--- src/hdl/deq_pkg.sv ---
// Shared constants, command types and status codes for the double-ended queue unit.
`default_nettype none
package deq_pkg;

    localparam int DEPTH      = 32;
    localparam int DATA_WIDTH = 32;
    localparam int IDX_W      = (DEPTH > 1) ? $clog2(DEPTH) : 1;
    localparam int CNT_W      = $clog2(DEPTH + 1);
    localparam int ACT_W      = 3;
    localparam int ELEM_W     = 32;
    localparam int STAT_W     = 2;
    localparam int CMD_QD     = 4;
    localparam int CQ_PTR_W   = $clog2(CMD_QD);
    localparam int CQ_CNT_W   = $clog2(CMD_QD + 1);

    typedef enum logic [ACT_W-1:0] {
        OP_INS_FRONT = 3'd0,
        OP_INS_REAR  = 3'd1,
        OP_DEL_FRONT = 3'd2,
        OP_DEL_REAR  = 3'd3,
        OP_READ_ALL  = 3'd4
    } t_op;

    typedef struct packed {
        t_op                   op;
        logic [DATA_WIDTH-1:0] data;
    } t_cmd;

    localparam logic [STAT_W-1:0] STAT_OK    = 2'd0;
    localparam logic [STAT_W-1:0] STAT_FULL  = 2'd1;
    localparam logic [STAT_W-1:0] STAT_EMPTY = 2'd2;

endpackage
`default_nettype wire

--- src/hdl/deq_front.sv ---
// Front end: accepts input words, decodes the action and drops unused codes.
`default_nettype none
module deq_front (
    input  wire logic                           i_push,
    input  wire logic [deq_pkg::ACT_W-1:0]      i_action,
    input  wire logic signed [deq_pkg::ELEM_W-1:0] i_value,
    input  wire logic                           i_q_full,
    output logic                                o_full,
    output logic                                o_wr,
    output deq_pkg::t_cmd                       o_cmd
);

    logic signed [63:0] w_val64;
    logic               w_known;

    assign w_val64 = 64'(i_value);
    assign o_full  = i_q_full;

    always_comb begin
        case (i_action)
            deq_pkg::OP_INS_FRONT, deq_pkg::OP_INS_REAR,
            deq_pkg::OP_DEL_FRONT, deq_pkg::OP_DEL_REAR,
            deq_pkg::OP_READ_ALL: begin
                w_known = 1'b1;
            end
            default: begin
                w_known = 1'b0;
            end
        endcase
    end

    assign o_wr       = i_push && !i_q_full && w_known;
    assign o_cmd.op   = deq_pkg::t_op'(i_action);
    assign o_cmd.data = w_val64[deq_pkg::DATA_WIDTH-1:0];

endmodule
`default_nettype wire

--- src/hdl/deq_cmd_fifo.sv ---
// Short command queue that decouples the front end from the ring controller.
`default_nettype none
module deq_cmd_fifo (
    input  wire logic          i_clk,
    input  wire logic          i_rst_n,
    input  wire logic          i_wr,
    input  wire deq_pkg::t_cmd i_cmd,
    input  wire logic          i_rd,
    output logic               o_full,
    output logic               o_valid,
    output deq_pkg::t_cmd      o_cmd
);

    deq_pkg::t_cmd                    r_slot [deq_pkg::CMD_QD];
    logic [deq_pkg::CQ_PTR_W-1:0]     r_wp;
    logic [deq_pkg::CQ_PTR_W-1:0]     r_rp;
    logic [deq_pkg::CQ_CNT_W-1:0]     r_cnt;
    logic                             w_do_rd;

    assign o_full  = (r_cnt == deq_pkg::CQ_CNT_W'(deq_pkg::CMD_QD));
    assign o_valid = (r_cnt != '0);
    assign o_cmd   = r_slot[r_rp];
    assign w_do_rd = i_rd && o_valid;

    always_ff @(posedge i_clk) begin
        if (i_wr) begin
            r_slot[r_wp] <= i_cmd;
        end
    end

    always_ff @(posedge i_clk) begin
        if (!i_rst_n) begin
            r_wp  <= '0;
            r_rp  <= '0;
            r_cnt <= '0;
        end else begin
            if (i_wr) begin
                r_wp <= (r_wp == deq_pkg::CQ_PTR_W'(deq_pkg::CMD_QD - 1)) ? '0 : r_wp + 1'b1;
            end
            if (w_do_rd) begin
                r_rp <= (r_rp == deq_pkg::CQ_PTR_W'(deq_pkg::CMD_QD - 1)) ? '0 : r_rp + 1'b1;
            end
            if (i_wr && !w_do_rd) begin
                r_cnt <= r_cnt + 1'b1;
            end else if (!i_wr && w_do_rd) begin
                r_cnt <= r_cnt - 1'b1;
            end
        end
    end

endmodule
`default_nettype wire

--- src/hdl/deq_back.sv ---
// Back end: ring storage, front index and occupancy, command execution and result register.
`default_nettype none
module deq_back (
    input  wire logic                          i_clk,
    input  wire logic                          i_rst_n,
    input  wire logic                          i_cmd_valid,
    input  wire deq_pkg::t_cmd                 i_cmd,
    output logic                               o_cmd_rd,
    input  wire logic                          i_pop,
    output logic                               o_empty,
    output logic signed [deq_pkg::ELEM_W-1:0]  o_element,
    output logic [deq_pkg::STAT_W-1:0]         o_status,
    output logic                               o_last
);

    typedef enum logic [1:0] {
        S_IDLE   = 2'b01,
        S_STREAM = 2'b10
    } t_state;

    localparam int SUM_W = deq_pkg::CNT_W + 1;

    function automatic logic [deq_pkg::IDX_W-1:0] ring_add(
        input logic [deq_pkg::IDX_W-1:0] base,
        input logic [deq_pkg::CNT_W-1:0] off
    );
        logic [SUM_W-1:0] sum;
        sum = SUM_W'(base) + SUM_W'(off);
        if (sum >= SUM_W'(deq_pkg::DEPTH)) begin
            sum = sum - SUM_W'(deq_pkg::DEPTH);
        end
        return sum[deq_pkg::IDX_W-1:0];
    endfunction

    function automatic logic [deq_pkg::ELEM_W-1:0] widen(
        input logic [deq_pkg::DATA_WIDTH-1:0] w
    );
        logic signed [63:0] x;
        x = 64'(signed'(w));
        return x[deq_pkg::ELEM_W-1:0];
    endfunction

    logic [deq_pkg::DATA_WIDTH-1:0] r_mem [deq_pkg::DEPTH];
    logic [deq_pkg::DATA_WIDTH-1:0] r_rd_data;

    t_state                      r_state, n_state;
    logic [deq_pkg::IDX_W-1:0]   r_front, n_front;
    logic [deq_pkg::CNT_W-1:0]   r_occ, n_occ;
    logic [deq_pkg::IDX_W-1:0]   r_idx, n_idx;
    logic                        r_pend, n_pend;
    logic                        r_pend_last, n_pend_last;
    logic                        r_out_valid, n_out_valid;
    logic [deq_pkg::ELEM_W-1:0]  r_elem, n_elem;
    logic [deq_pkg::STAT_W-1:0]  r_stat, n_stat;
    logic                        r_last, n_last;

    logic                        w_we;
    logic [deq_pkg::IDX_W-1:0]   w_wr_addr;
    logic                        w_re;
    logic [deq_pkg::IDX_W-1:0]   w_rd_addr;
    logic                        w_out_free;
    logic                        w_is_full;
    logic                        w_is_empty;
    logic                        w_tail;

    assign w_out_free = !r_out_valid || i_pop;
    assign w_is_full  = (r_occ == deq_pkg::CNT_W'(deq_pkg::DEPTH));
    assign w_is_empty = (r_occ == '0);
    assign w_tail     = ((deq_pkg::CNT_W'(r_idx) + 1'b1) == r_occ);

    always_comb begin
        n_state     = r_state;
        n_front     = r_front;
        n_occ       = r_occ;
        n_idx       = r_idx;
        n_pend      = r_pend;
        n_pend_last = r_pend_last;
        n_out_valid = r_out_valid;
        n_elem      = r_elem;
        n_stat      = r_stat;
        n_last      = r_last;
        w_we        = 1'b0;
        w_wr_addr   = r_front;
        w_re        = 1'b0;
        w_rd_addr   = ring_add(r_front, deq_pkg::CNT_W'(r_idx));
        o_cmd_rd    = 1'b0;

        if (r_out_valid && i_pop) begin
            n_out_valid = 1'b0;
        end

        if (r_pend) begin
            n_pend      = 1'b0;
            n_out_valid = 1'b1;
            n_elem      = widen(r_rd_data);
            n_stat      = deq_pkg::STAT_OK;
            n_last      = r_pend_last;
        end

        case (r_state)
            S_IDLE: begin
                if (i_cmd_valid && !r_pend && w_out_free) begin
                    o_cmd_rd = 1'b1;
                    n_elem   = '0;
                    n_last   = 1'b1;
                    case (i_cmd.op)
                        deq_pkg::OP_INS_FRONT, deq_pkg::OP_INS_REAR: begin
                            n_out_valid = 1'b1;
                            if (w_is_full) begin
                                n_stat = deq_pkg::STAT_FULL;
                            end else begin
                                n_stat = deq_pkg::STAT_OK;
                                n_occ  = r_occ + 1'b1;
                                w_we   = 1'b1;
                                if (i_cmd.op == deq_pkg::OP_INS_FRONT) begin
                                    w_wr_addr = (r_front == '0) ?
                                        deq_pkg::IDX_W'(deq_pkg::DEPTH - 1) : r_front - 1'b1;
                                    n_front   = w_wr_addr;
                                end else begin
                                    w_wr_addr = ring_add(r_front, r_occ);
                                end
                            end
                        end
                        deq_pkg::OP_DEL_FRONT, deq_pkg::OP_DEL_REAR: begin
                            n_out_valid = 1'b1;
                            if (w_is_empty) begin
                                n_stat = deq_pkg::STAT_EMPTY;
                            end else begin
                                n_stat = deq_pkg::STAT_OK;
                                n_occ  = r_occ - 1'b1;
                                if (i_cmd.op == deq_pkg::OP_DEL_FRONT) begin
                                    n_front = ring_add(r_front, deq_pkg::CNT_W'(1));
                                end
                            end
                        end
                        deq_pkg::OP_READ_ALL: begin
                            if (w_is_empty) begin
                                n_out_valid = 1'b1;
                                n_stat      = deq_pkg::STAT_EMPTY;
                            end else begin
                                n_idx   = '0;
                                n_state = S_STREAM;
                            end
                        end
                        default: begin
                        end
                    endcase
                end
            end
            S_STREAM: begin
                if (!r_pend && w_out_free) begin
                    w_re        = 1'b1;
                    n_pend      = 1'b1;
                    n_pend_last = w_tail;
                    n_idx       = r_idx + 1'b1;
                    if (w_tail) begin
                        n_state = S_IDLE;
                    end
                end
            end
            default: begin
                n_state = S_IDLE;
            end
        endcase
    end

    always_ff @(posedge i_clk) begin
        if (w_we) begin
            r_mem[w_wr_addr] <= i_cmd.data;
        end
        if (w_re) begin
            r_rd_data <= r_mem[w_rd_addr];
        end
    end

    always_ff @(posedge i_clk) begin
        if (!i_rst_n) begin
            r_state     <= S_IDLE;
            r_front     <= '0;
            r_occ       <= '0;
            r_idx       <= '0;
            r_pend      <= 1'b0;
            r_pend_last <= 1'b0;
            r_out_valid <= 1'b0;
        end else begin
            r_state     <= n_state;
            r_front     <= n_front;
            r_occ       <= n_occ;
            r_idx       <= n_idx;
            r_pend      <= n_pend;
            r_pend_last <= n_pend_last;
            r_out_valid <= n_out_valid;
        end
    end

    always_ff @(posedge i_clk) begin
        r_elem <= n_elem;
        r_stat <= n_stat;
        r_last <= n_last;
    end

    assign o_empty   = !r_out_valid;
    assign o_element = r_elem;
    assign o_status  = r_stat;
    assign o_last    = r_last;

`ifndef SYNTH
    a_occ_bound: assert property (@(posedge i_clk) disable iff (!i_rst_n)
        r_occ <= deq_pkg::CNT_W'(deq_pkg::DEPTH))
        else $error("occupancy exceeds ring depth");

    a_front_bound: assert property (@(posedge i_clk) disable iff (!i_rst_n)
        r_front <= deq_pkg::IDX_W'(deq_pkg::DEPTH - 1))
        else $error("front index out of range");

    a_pend_lands: assert property (@(posedge i_clk) disable iff (!i_rst_n)
        r_pend |=> r_out_valid)
        else $error("ring read did not reach the result register");

    a_stream_frozen: assert property (@(posedge i_clk) disable iff (!i_rst_n)
        (r_state == S_STREAM) |=> ($stable(r_occ) && $stable(r_front)))
        else $error("ring state changed during read all");

    a_stream_nonempty: assert property (@(posedge i_clk) disable iff (!i_rst_n)
        (r_state == S_STREAM) |-> (r_occ != '0))
        else $error("read all streaming from an empty ring");
`endif

endmodule
`default_nettype wire

--- src/hdl/double_ended_queue_unit.sv ---
// Top level of the double-ended queue unit: front end, command queue and ring controller.
//
//  Channel  | Handshake            | Words
//  ---------+----------------------+---------------------------------
//  input    | i_push / o_full      | i_action, i_value
//  result   | o_empty / i_pop      | o_element, o_status, o_last
//
//  Inserts and deletes are executed by the ring controller once the result register
//  is free; read all passes each element through the registered ring memory read.
//  A four-word command queue lets input words be taken while results wait to be popped.
//  Unused action codes are taken and discarded. Reset is synchronous; the block is ready
//  in the cycle after reset and needs no clearing pass.
`default_nettype none
module double_ended_queue_unit (
    input  wire logic                              i_clk,
    input  wire logic                              i_rst_n,
    input  wire logic                              i_push,
    output logic                                   o_full,
    input  wire logic [deq_pkg::ACT_W-1:0]         i_action,
    input  wire logic signed [deq_pkg::ELEM_W-1:0] i_value,
    output logic                                   o_empty,
    input  wire logic                              i_pop,
    output logic signed [deq_pkg::ELEM_W-1:0]      o_element,
    output logic [deq_pkg::STAT_W-1:0]             o_status,
    output logic                                   o_last
);

    logic           w_q_full;
    logic           w_wr;
    deq_pkg::t_cmd  w_wr_cmd;
    logic           w_q_valid;
    deq_pkg::t_cmd  w_q_cmd;
    logic           w_q_rd;

    deq_front u_front (
        .i_push   (i_push),
        .i_action (i_action),
        .i_value  (i_value),
        .i_q_full (w_q_full),
        .o_full   (o_full),
        .o_wr     (w_wr),
        .o_cmd    (w_wr_cmd)
    );

    deq_cmd_fifo u_cmd_fifo (
        .i_clk   (i_clk),
        .i_rst_n (i_rst_n),
        .i_wr    (w_wr),
        .i_cmd   (w_wr_cmd),
        .i_rd    (w_q_rd),
        .o_full  (w_q_full),
        .o_valid (w_q_valid),
        .o_cmd   (w_q_cmd)
    );

    deq_back u_back (
        .i_clk       (i_clk),
        .i_rst_n     (i_rst_n),
        .i_cmd_valid (w_q_valid),
        .i_cmd       (w_q_cmd),
        .o_cmd_rd    (w_q_rd),
        .i_pop       (i_pop),
        .o_empty     (o_empty),
        .o_element   (o_element),
        .o_status    (o_status),
        .o_last      (o_last)
    );

endmodule
`default_nettype wire
--- config.mk ---
export PLATFORM = sky130hd
export DESIGN_NAME = double_ended_queue_unit
export DESIGN_NICKNAME = d
export VERILOG_FILES = /design/src/hdl/deq_pkg.sv /design/src/hdl/deq_front.sv /design/src/hdl/deq_cmd_fifo.sv /design/src/hdl/deq_back.sv /design/src/hdl/double_ended_queue_unit.sv
export SDC_FILE = /design/constraint.sdc
export NUM_CORES = 1
export LEC_CHECK = 0
export BUFFER_PORTS_ARGS = -buffer_cell sky130_fd_sc_hd__buf_4
export CAP_MARGIN = 5
export CORE_ASPECT_RATIO = 0.6
export CORE_UTILIZATION = 25
export CTS_BUF_LIST = sky130_fd_sc_hd__clkbuf_16
export DETAILED_ROUTE_END_ITERATION = 10
export GPL_TIMING_DRIVEN = 0
export SKIP_CTS_REPAIR_TIMING = 1
export SYNTH_ARGS = -nofsm -noshare
export SYNTH_HDL_FRONTEND = slang
export SYNTH_SLANG_ARGS = --single-unit
export TNS_END_PERCENT = 1
--- constraint.sdc ---
create_clock -name i_clk -period 12.5 [get_ports i_clk]
set_input_delay 1.875 -clock i_clk [delete_from_list [all_inputs] [get_ports i_clk]]
set_output_delay 1.875 -clock i_clk [all_outputs]
set_load 0.05 [all_outputs]
; Word level (Yosys, flattened, before mapping)
; Memories as Yosys holds them, arrays and structs flattened. A register that Yosys moved wholly into a read port is not among the register bits.
; Cells that the tools add are included.
[classes]
magnitude_cmp = 3
muxes = 66
addsub = 15
n_eq_ne = 24
n_reduce_logical = 32
[ops]
columns = op, count
row1 = $mux W32, 3
row2 = $mux W5, 17
row3 = $mux W2, 14
row4 = $mux W1, 22
row5 = $pmux W5 S2, 2
row6 = $sub A5 B1 Y5 const B, 4
row7 = $reduce_and A5 Y1, 3
row8 = $add A5 B1 Y6 const B, 2
row9 = $eq A3 B2 Y1 const B, 4
row10 = $ge A6 B6 Y1 const B, 2
row11 = $mux W6, 2
row12 = $pmux W6 S2, 1
row13 = $ne A2 B1 Y1 const B, 5
row14 = $eq A3 B3 Y1 const B, 3
row15 = $logic_and A1 B1 Y1, 9
row16 = $ne A2 B2 Y1 const B, 4
row17 = $add A5 B6 Y7, 1
row18 = $ge A7 B6 Y1 const B, 1
row19 = $reduce_and A7 Y1, 1
row20 = $add A5 B5 Y6, 1
row21 = $add A6 B1 Y6 const B, 1
row22 = $eq A2 B2 Y1 const B, 3
row23 = $eq A3 B1 Y1 const B, 2
row24 = $eq A6 B6 Y1, 1
row25 = 22 further kinds, 32
[word_totals]
mem_bits_rw = 1164
in_bits = 39
memories = 2
output_inout_bits = 37
wordCells = 155
ff_bits = 63
[mem_list]
columns = name, depth, width, read_ports, rd_ports_with_merged_regs, write_ports, line_no
row1 = u_back.r_mem, 32, 32, 1, 1, 1, deq_back.sv:43  ; logic [deq_pkg::DATA_WIDTH-1:0] r_mem [deq_pkg::DEPTH];
row2 = u_cmd_fifo.r_slot, 4, 35, 1, 1, 1, deq_cmd_fifo.sv:14  ; deq_pkg::t_cmd r_slot [deq_pkg::CMD_QD];

; Depth between registers and ports, before layout
[depth]
depth_word = 9
mapped_depth = 12
mapped_depth_nobuf = 10

; Modules after synthesis
; A second synthesis with hierarchy kept.
[unflattened]
cells_unflattened = 2373
area_unflattened_um2 = 49552.5
[by_module_without_submodules]
columns = module, area_per_inst_um2, seq_area_each_um2, instances, cells_each
row1 = deq_back, 43706.9, 32831.5, 1, 2106
row2 = deq_cmd_fifo, 5561.6, 4384.2, 1, 229
row3 = deq_front, 284.0, 0.0, 1, 38

; Worst setup path after synthesis
; OpenSTA, ideal clock, no wires.
[synth_path]
path_type = input to register
from = input i_pop
to = memory u_back.r_mem[4][0] (netlist name), enable pin
cell_stages = 9
path_buffers = 2
t_required_ps = 11999
arrival_time_ps = 6172
setup_time_ps = 501
slack_ps = 5826
path_cell_list = nor2b_1 > nor2_1 > and3_1 > buf_2 > inv_1 > buf_1 > nor3_2 > nand2_1 > nor4_1
[synth_via]
elab_chain_len = 6
elab_cells_between_ends = 8
classes_between = mux: 6 / reduce/logical: 2
[synth_rtl]
columns = item, line_no
row1 = start: declaration, double_ended_queue_unit.sv:22  ; input wire logic i_pop,
row2 = $logic_or A1 B1 Y1 (*), deq_back.sv:66  ; assign w_out_free = !r_out_valid || i_pop;
row3 = $logic_and A1 B1 Y1 (*), deq_back.sv:102  ; if (i_cmd_valid && !r_pend && w_out_free) begin
row4 = $mux W1, deq_back.sv:102
row5 = $mux W1, deq_back.sv:100  ; case (r_state)
row6 = $mux W1, deq_back.sv:168  ; if (w_we) begin
row7 = $mux W1 (implied by the code), deq_back.sv:169  ; r_mem[w_wr_addr] <= i_cmd.data;
row8 = end: declaration, deq_back.sv:43
; Mark *: on every way between the ends. The rest lies on a longest branch, timed or not.

; Worst setup path in the final report
[layout_path]
from = input i_pop
to = memory u_back.r_mem[6][20] (netlist name), enable pin
; The elaborated chain is that of the path after synthesis.

==> results.md <==
- Register area share after synthesis: 0.766
- Syn avg cell area: 22.9 sq um
- Largest net degree at the start of global routing: 33
- FF-to-FF path depth: 13
- Yosys reg bits: 1261
- Multi-input gate area: 0.0111 sq mm
- Synth Cell Area: 0.0486 sq mm
- Starting density of the core: 0.253
- Port bufs: 74
- Chip Height: 343 um
- Req. time, crit path: 12.90 ns
- Hold_ws: 0.482 ns
- # fillers: 18400
- Leak Pwr: 17.4 nW
- Antenna viol nets, final: 0
- Hold Path Class: flop to flop
- Gpl congestion: 0.776
- Max IR drop VDD: 0.000140 V
- Largest cells by area after synthesis: edfxtp_1 (74%), mux4_2 (16%), dfxtp_1 (2.7%)
- Fmax: 0.191 GHz
- Kind of end point of the critical path: flop
- CTS buffer count: 107
- First-pass GRT wire length: 180 mm
- Total GRT Usage: 0.129
- Synth Area in Adders: 0.00706
- Routed vias/inst: 4.63
- TritonCTS clock tree: done
- Vias in the first global route: 23200
- Synth top area share: 0.740
- Arr. time, crit path: 5.62 ns
- Fraction of registers with async set or reset after synthesis: 0
- Post-placement cell count: 4886
- Largest family of logic cells by synthesized area: multiplexers
- Final Critical Period: 5.23 ns
- Top cell type by total area after synthesis: edfxtp_1
- DRT Pass-1 Iters: 6
- Slew @ Worst Pin: 1.35 ns
- Clock latency on the worst-skew pair: 0.71 ns
- Slew HR: 0.102
- Antenna violations before repair: 5
- Startpoint Class: primary input
- GRT Residual Overflow: 0
- Die area: 0.196 sq mm
- Area grow syn2layout: 18.9%
- Max cap viols: 0
- Layout cells sized above 1: 0.323
- Min-Delay Path Depth: 2
- CP Class: primary input to flop
- Core footprint: 0.192 sq mm
- Synth Area in Simple Gates: 0.0165
- Worst-path fanout max: 10
- Setup TNS: 0 ns
- Outcome: finished clean
- Non-Filler Instances: 5086
- Synth top cells by count: edfxtp_1 (1196), mux4_2 (355), nor2_1 (69)
- XOR/XNOR share of the synthesized area: 0.00466
- Final setup viols: 0
- Most numerous cell in the Yosys netlist: edfxtp_1
- Detailed Route Iter0 Violations: 3158
- Clk_skew: 0.0266 ns
- H-tree Lvls: 3
- Final Max Slew Viols: 0
- Vias: 23600
- Cells after synthesis: 2119
- Tcrit/Tclk final: 0.418
- CTS max path bufs: 3
- Avg WL per Cell: 25.1 um
- Post-Route WL: 128 mm
- Sink Count: 1261
- FF+latch area: 0.0372 sq mm
- Core Util, Final: 0.301
- Detail Placement HPWL: 87.9 mm
- Die span in x: 571 um
- Top_reg_cell synth: edfxtp_1
- Syn nets: 2183
- Pwr Total: 0.0117 W
- Ys Warns: 0
- Synth Area in Compound Gates: 0.0138
- Cell Pwr Density: 202 mW/mm^2
- RSZ-0062 raised after global routing: false
- # rows: 124
- CTS clk-pin slew, worst paths: 0.07 ns
- DRC violations left: 0
- Multiplexer area fraction after synthesis: 0.182
- IO Pins: 76
- Root Driver: clkbuf_16
- Fin nets: 2478
- Number of enable flip-flop cells after synthesis: 1196
- Hold Violations, Final: 0
- Synth unique cells: 62
## flip-flops by register name, summed over array words and instances (netlist names), 3 cells and up, named ones only
signal / flops
u_back.o_element: 32
u_back.r_front: 5
u_back.r_idx: 5
u_back.r_mem: 1024
u_back.r_occ: 6
u_back.r_rd_data: 32
u_cmd_fifo.r_cnt: 3
u_cmd_fifo.r_slot: 140
## cells by family (layout without fill, tap and decap cells)
kind of cell,Yosys count,after routing
xor+xnor,25,25
simple gates,165,165
mux,433,433
flops,1261,1261
other cells,0,2
fa+ha+maj,25,25
compound gates,94,94
buf+inv,116,498
## final cells by class
type	count	share of cell area
Sequential cell	1261	0.645
Multi-Input combinational cell	742	0.193
Tap cell	2583	0.0560
Clock buffer	111	0.0481
Timing Repair Buffer	186	0.0382
Inverter	12	0.000780
Buffer	104	0.00765
Clock inverter	85	0.0116
Antenna cell	2	0.0000867
## layout by cell type (no fill, tap or decap), drive strengths merged, types with 6 or more instances in the layout
master,count
edfxtp,1196
mux4,355
buf,230
clkbuf,171
nor2,69
dfxtp,65
mux2i,45
clkinv,44
inv,39
mux2,33
a21oi,23
ha,21
nand2,20
o21ai,18
nor3,18
nand3,14
xnor2,13
xor2,12
nor2b,9
bufinv,9
a211oi,8
a21o,7
o211ai,7
nand2b,6
## worst paths after layout
check | start | to | slack [ns]
worst max-delay path | i_pop | u_back.r_mem[6][20] | 7.27
worst min-delay path | u_back.o_status[1] | u_back.o_status[1] | 0.48
worst max register to register | u_back.r_pend | u_back.r_mem[6][20] | 7.65
worst min register to register | u_back.o_status[1] | u_back.o_status[1] | 0.48
## per-stage QoR
stage,setup WS (ns),area (sq um)
6_report,7.27,57700
4_1_cts,7.35,57700
3_5_place_dp,6.69,54200
3_3_place_gp,0.217,52300
5_1_grt,7.16,57700
2_1_floorplan,5.83,48600
## power by group
part | internal [W] | switching (W) | total (W)
Clock | 0.00180 | 0.00154 | 0.00334
Combinational | 0.00114 | 0.00190 | 0.00304
Sequential | 0.00523 | 0.0000570 | 0.00529
Total | 0.00818 | 0.00350 | 0.0117
## critical path, stage by stage
cell and delay (ns):
buf_4 0.08, nor2b_1 0.05, nor2_1 0.21, and3_1 0.19
buf_2 0.39, inv_1 0.18, buf_1 0.32, nor3_2 0.44
nand2_1 0.28, nor4_2 0.69, buf_4 0.30, buf_4 0.20
buf_4 0.21, buf_4 0.20
## per-layer routing
layer / global-route usage / wire (um) / vias up
met4: 0.0235 / 1800 / 2
met3: 0.0442 / 14400 / 153
met1: 0.190 / 56900 / 12600
met2: 0.185 / 54800 / 1193
li1: - / - / 9568
met5: 0 / 13 / -
No activity file was read; power rests on OpenSTA's default activity.
